[config.mk]
export PLATFORM = sky130hd
export DESIGN_NAME = ppe_mul
export DESIGN_NICKNAME = d
export VERILOG_FILES = /design/src/hdl/ppe_mul.sv
export SDC_FILE = /design/constraint.sdc
export NUM_CORES = 2
export LEC_CHECK = 0
export BUFFER_PORTS_ARGS = -buffer_cell sky130_fd_sc_hd__buf_4
export CORE_MARGIN = 3
export CORE_UTILIZATION = 50
export CTS_CLUSTER_DIAMETER = 200
export DETAILED_ROUTE_END_ITERATION = 12
export PLACE_DENSITY = 0.76
export SYNTH_ARGS = -nofsm -noshare
export SYNTH_HDL_FRONTEND = slang
export SYNTH_SLANG_ARGS = --single-unit
[constraint.sdc]
create_clock -name clk -period 11.1 [get_ports clk]
set_input_delay 0.555 -clock clk [delete_from_list [all_inputs] [get_ports clk]]
set_output_delay 0.555 -clock clk [all_outputs]
set_load 0.01 [all_outputs]
[src/hdl/ppe_mul.sv]
// Shared signed multiplier with a registered product.
`default_nettype none
module ppe_mul (
  input  wire logic               clk,
  input  wire logic signed [32:0] a,
  input  wire logic signed [31:0] b,
  output logic signed [64:0]      p
);
  always_ff @(posedge clk) begin
    p <= a * 65'(b);
  end
endmodule
`default_nettype wire

==> flow_summary_export.csv <==
group,metric,value,unit
timing,finalSetupViolCount,0,
min_path,hp-start,"a[0]",
final_layout,n_antenna_cell,0,
place,hpwl,78100,um
min_path,min_path_type,"in2reg",
clock_tree,hold_buffers,0,
critical_path,cpPeakStageDelay,730,ps
clock_tree,tritoncts,"built",
critical_path,critPathCaptureType,"register",
critical_path,critPathTopFamily,"adder cells",
final_layout,final_cell_mix,"fa_1 (1112), inv_1 (989), nand2_1 (536)",
critical_path,cp.required,11370,ps
logic_synthesis,synth_flop_cell,"dfxtp_1",
clock_tree,post_cts_buffers,0,
critical_path,critPathSlowestCell,"a2111oi_0",
route,ant_nets,0,
logic_synthesis,syn_area,0.0382,mm2
final_layout,largest_reg_flops,65,
final_layout,largest_registers,"p x65",
critical_path,worstPathMaxFanout,33,
timing,fin_ws,2200,ps
timing,hold_violations,0,
die,start_util,51.0,%
clock_tree,cts.clk_slew.worst_paths,70,ps
global_route,grt_pass1_wl,164000,um
global_route,grt_pass1_vias,30212,
logic_synthesis,ys_seq_area_share,3.40,%
final_layout,num-fill-cells,6606,
route,drt-initial-drc-count,1686,
die,die-area,0.0799,mm2
logic_synthesis,synth-async-reset-ratio,0,%
clock_tree,cts-resized-gates,0,
timing,relSlewSlack,16.3,%
final_layout,nets,5313,
timing,rsz0062_at_grt,"no",
die,die_w,283,um
clock_tree,clk_path_buf_depth,2,
timing,final_max_slew_viol_count,0,
logic_synthesis,yosys.area.top_type,"fa_1",
die,core,0.0751,mm2
critical_path,cp-start-kind,"primary input",
route,via_per_inst,5.40,
logic_synthesis,yosys_warnings,0,
clock_tree,cts_num_sinks,65,
place,dp_slack,1920,ps
critical_path,criticalPathCategory,"in2reg",
clock_tree,root_buffer,"clkbuf_16",
critical_path,crit_top_cell,"fa_1",
critical_path,crit_buf_inv,6,
timing,clock.fmax,112,MHz
timing,period_share,80.2,%
logic_synthesis,syn_avg_cell_area,9.53,um2
final_layout,final_cells,4921,
route,drcViolationCount,0,
global_route,grt_max_degree,34,
final_layout,final_util,53.3,%
logic_synthesis,synth_top_area_share,58.2,%
clock_tree,htree_num_levels,3,
global_route,antenna_found_initial,1,
logic_synthesis,synth-edff-count,0,
final_layout,drive_gt1_share,3.95,%
timing,final.setup.tns,0,ps
logic_synthesis,syn_nets,5378,
min_path,worstHoldEndpoint,"p[0]",
route,wl_per_cell,20.2,um
logic_synthesis,synth-seq-cells,65,
min_path,holdPathStages,2,
global_route,grt-ovfl-total,0,
place,port_buffers,130,
logic_synthesis,synth_cell_types,55,
die,die_h,283,um
clock_tree,numCtsBuffers,9,
place,post-place-cells,4907,
logic_synthesis,syn_inst,4014,
final_layout,areaGrowthSynthToFinish,4.58,%
die,ios,131,
critical_path,worstPathArrival,9160,ps
final_layout,layout_commonest_cell,"fa_1",
route,drt-pass1-iter-count,5,
global_route,grt_use_total,26.7,%
route,drt_wl_total,99300,um
place,place.gp.congestion,0.920,
timing,worst_slew_pin_slew,1220,ps
timing,finalCriticalPeriod,8900,ps
run,maxCapViolCount,0,
route,routed-via-count,26574,
logic_synthesis,synth_area_leaders,"fa_1 (58%), inv_1 (9.7%), and2_1 (8.7%)",
final_layout,regMostFlops,"p",
die,rows,100,
outcome,status,"finished, final reports clean",
## stage by stage
stage / cell area (um2) / hold slack (ps)
final: 40000 / 666
after global routing: 40000 / 693
after CTS: 40000 / 672
after detailed placement: 39700 / 945
after global placement: 39700 / 946
after floorplan: 38200 / 682
## cell type report
type | instances | area (um2) | share of cell area (%)
Timing Repair Buffer | 135 | 1010 | 2.53
Clock inverter | 3 | 65.1 | 0.163
Inverter | 989 | 3710 | 9.28
Multi-Input combinational cell | 2749 | 32400 | 81.1
Clock buffer | 11 | 253 | 0.632
Tap cell | 969 | 1210 | 3.03
Sequential cell | 65 | 1300 | 3.25
## kinds of logic (layout without fill, tap and decap cells)
| kind of cell | Yosys count | after routing | share of synthesized area, % |
|---|---|---|---|
| flip-flops | 65 | 65 | 3.40 |
| AND/OR/NAND/NOR | 1175 | 1175 | 15.4 |
| adder cells (fa/ha/maj) | 1298 | 1298 | 64.3 |
| XOR/XNOR | 74 | 74 | 1.69 |
| buffers and inverters | 1200 | 1138 | 11.8 |
| AO/OA/AOI/OAI | 202 | 202 | 3.47 |
## per-layer routing
metal  wire [um]  global-route usage (%)  vias to the layer above
met1       37200                    33.9                    13792
li1            -                       -                    11270
met3        8450                    5.37                      270
met2       48100                    44.3                     1240
met4        5440                    12.6                        2
met5          13                       0                        -
## cell usage after synthesis (all sizes together), types with 2 or more instances
cell     number
o211ai        4
a221oi        2
o2111ai       2
a2111oi       5
or3           2
a311o         2
o21bai       13
a21oi        70
xor2         27
nor3          5
inv         989
o311ai        3
o21a          6
and2        531
nand4        12
ha          186
nand2       536
fa         1112
and3          8
clkbuf      210
o31ai         7
o21ai        31
nor2         47
nand3        12
a21o         30
nor2b         6
o41ai         2
a21boi        3
a211oi        6
nand2b       11
dfxtp        65
xnor2        47
a31oi         8
## worst max path at each step
stage               start    end  slack (ps)  cells after the start
floorplan           a[32]  p[64]        3200                     26
global placement     b[8]  p[61]        1920                     26
detailed placement   b[8]  p[61]        1920                     26
CTS                  b[8]  p[61]        2310                     26
global route         b[8]  p[61]        1950                     26
finish               b[8]  p[61]        2200                     26
Power is not shown: default switching activity piles up to over one toggle a cycle in this logic, so the estimate is an artifact.
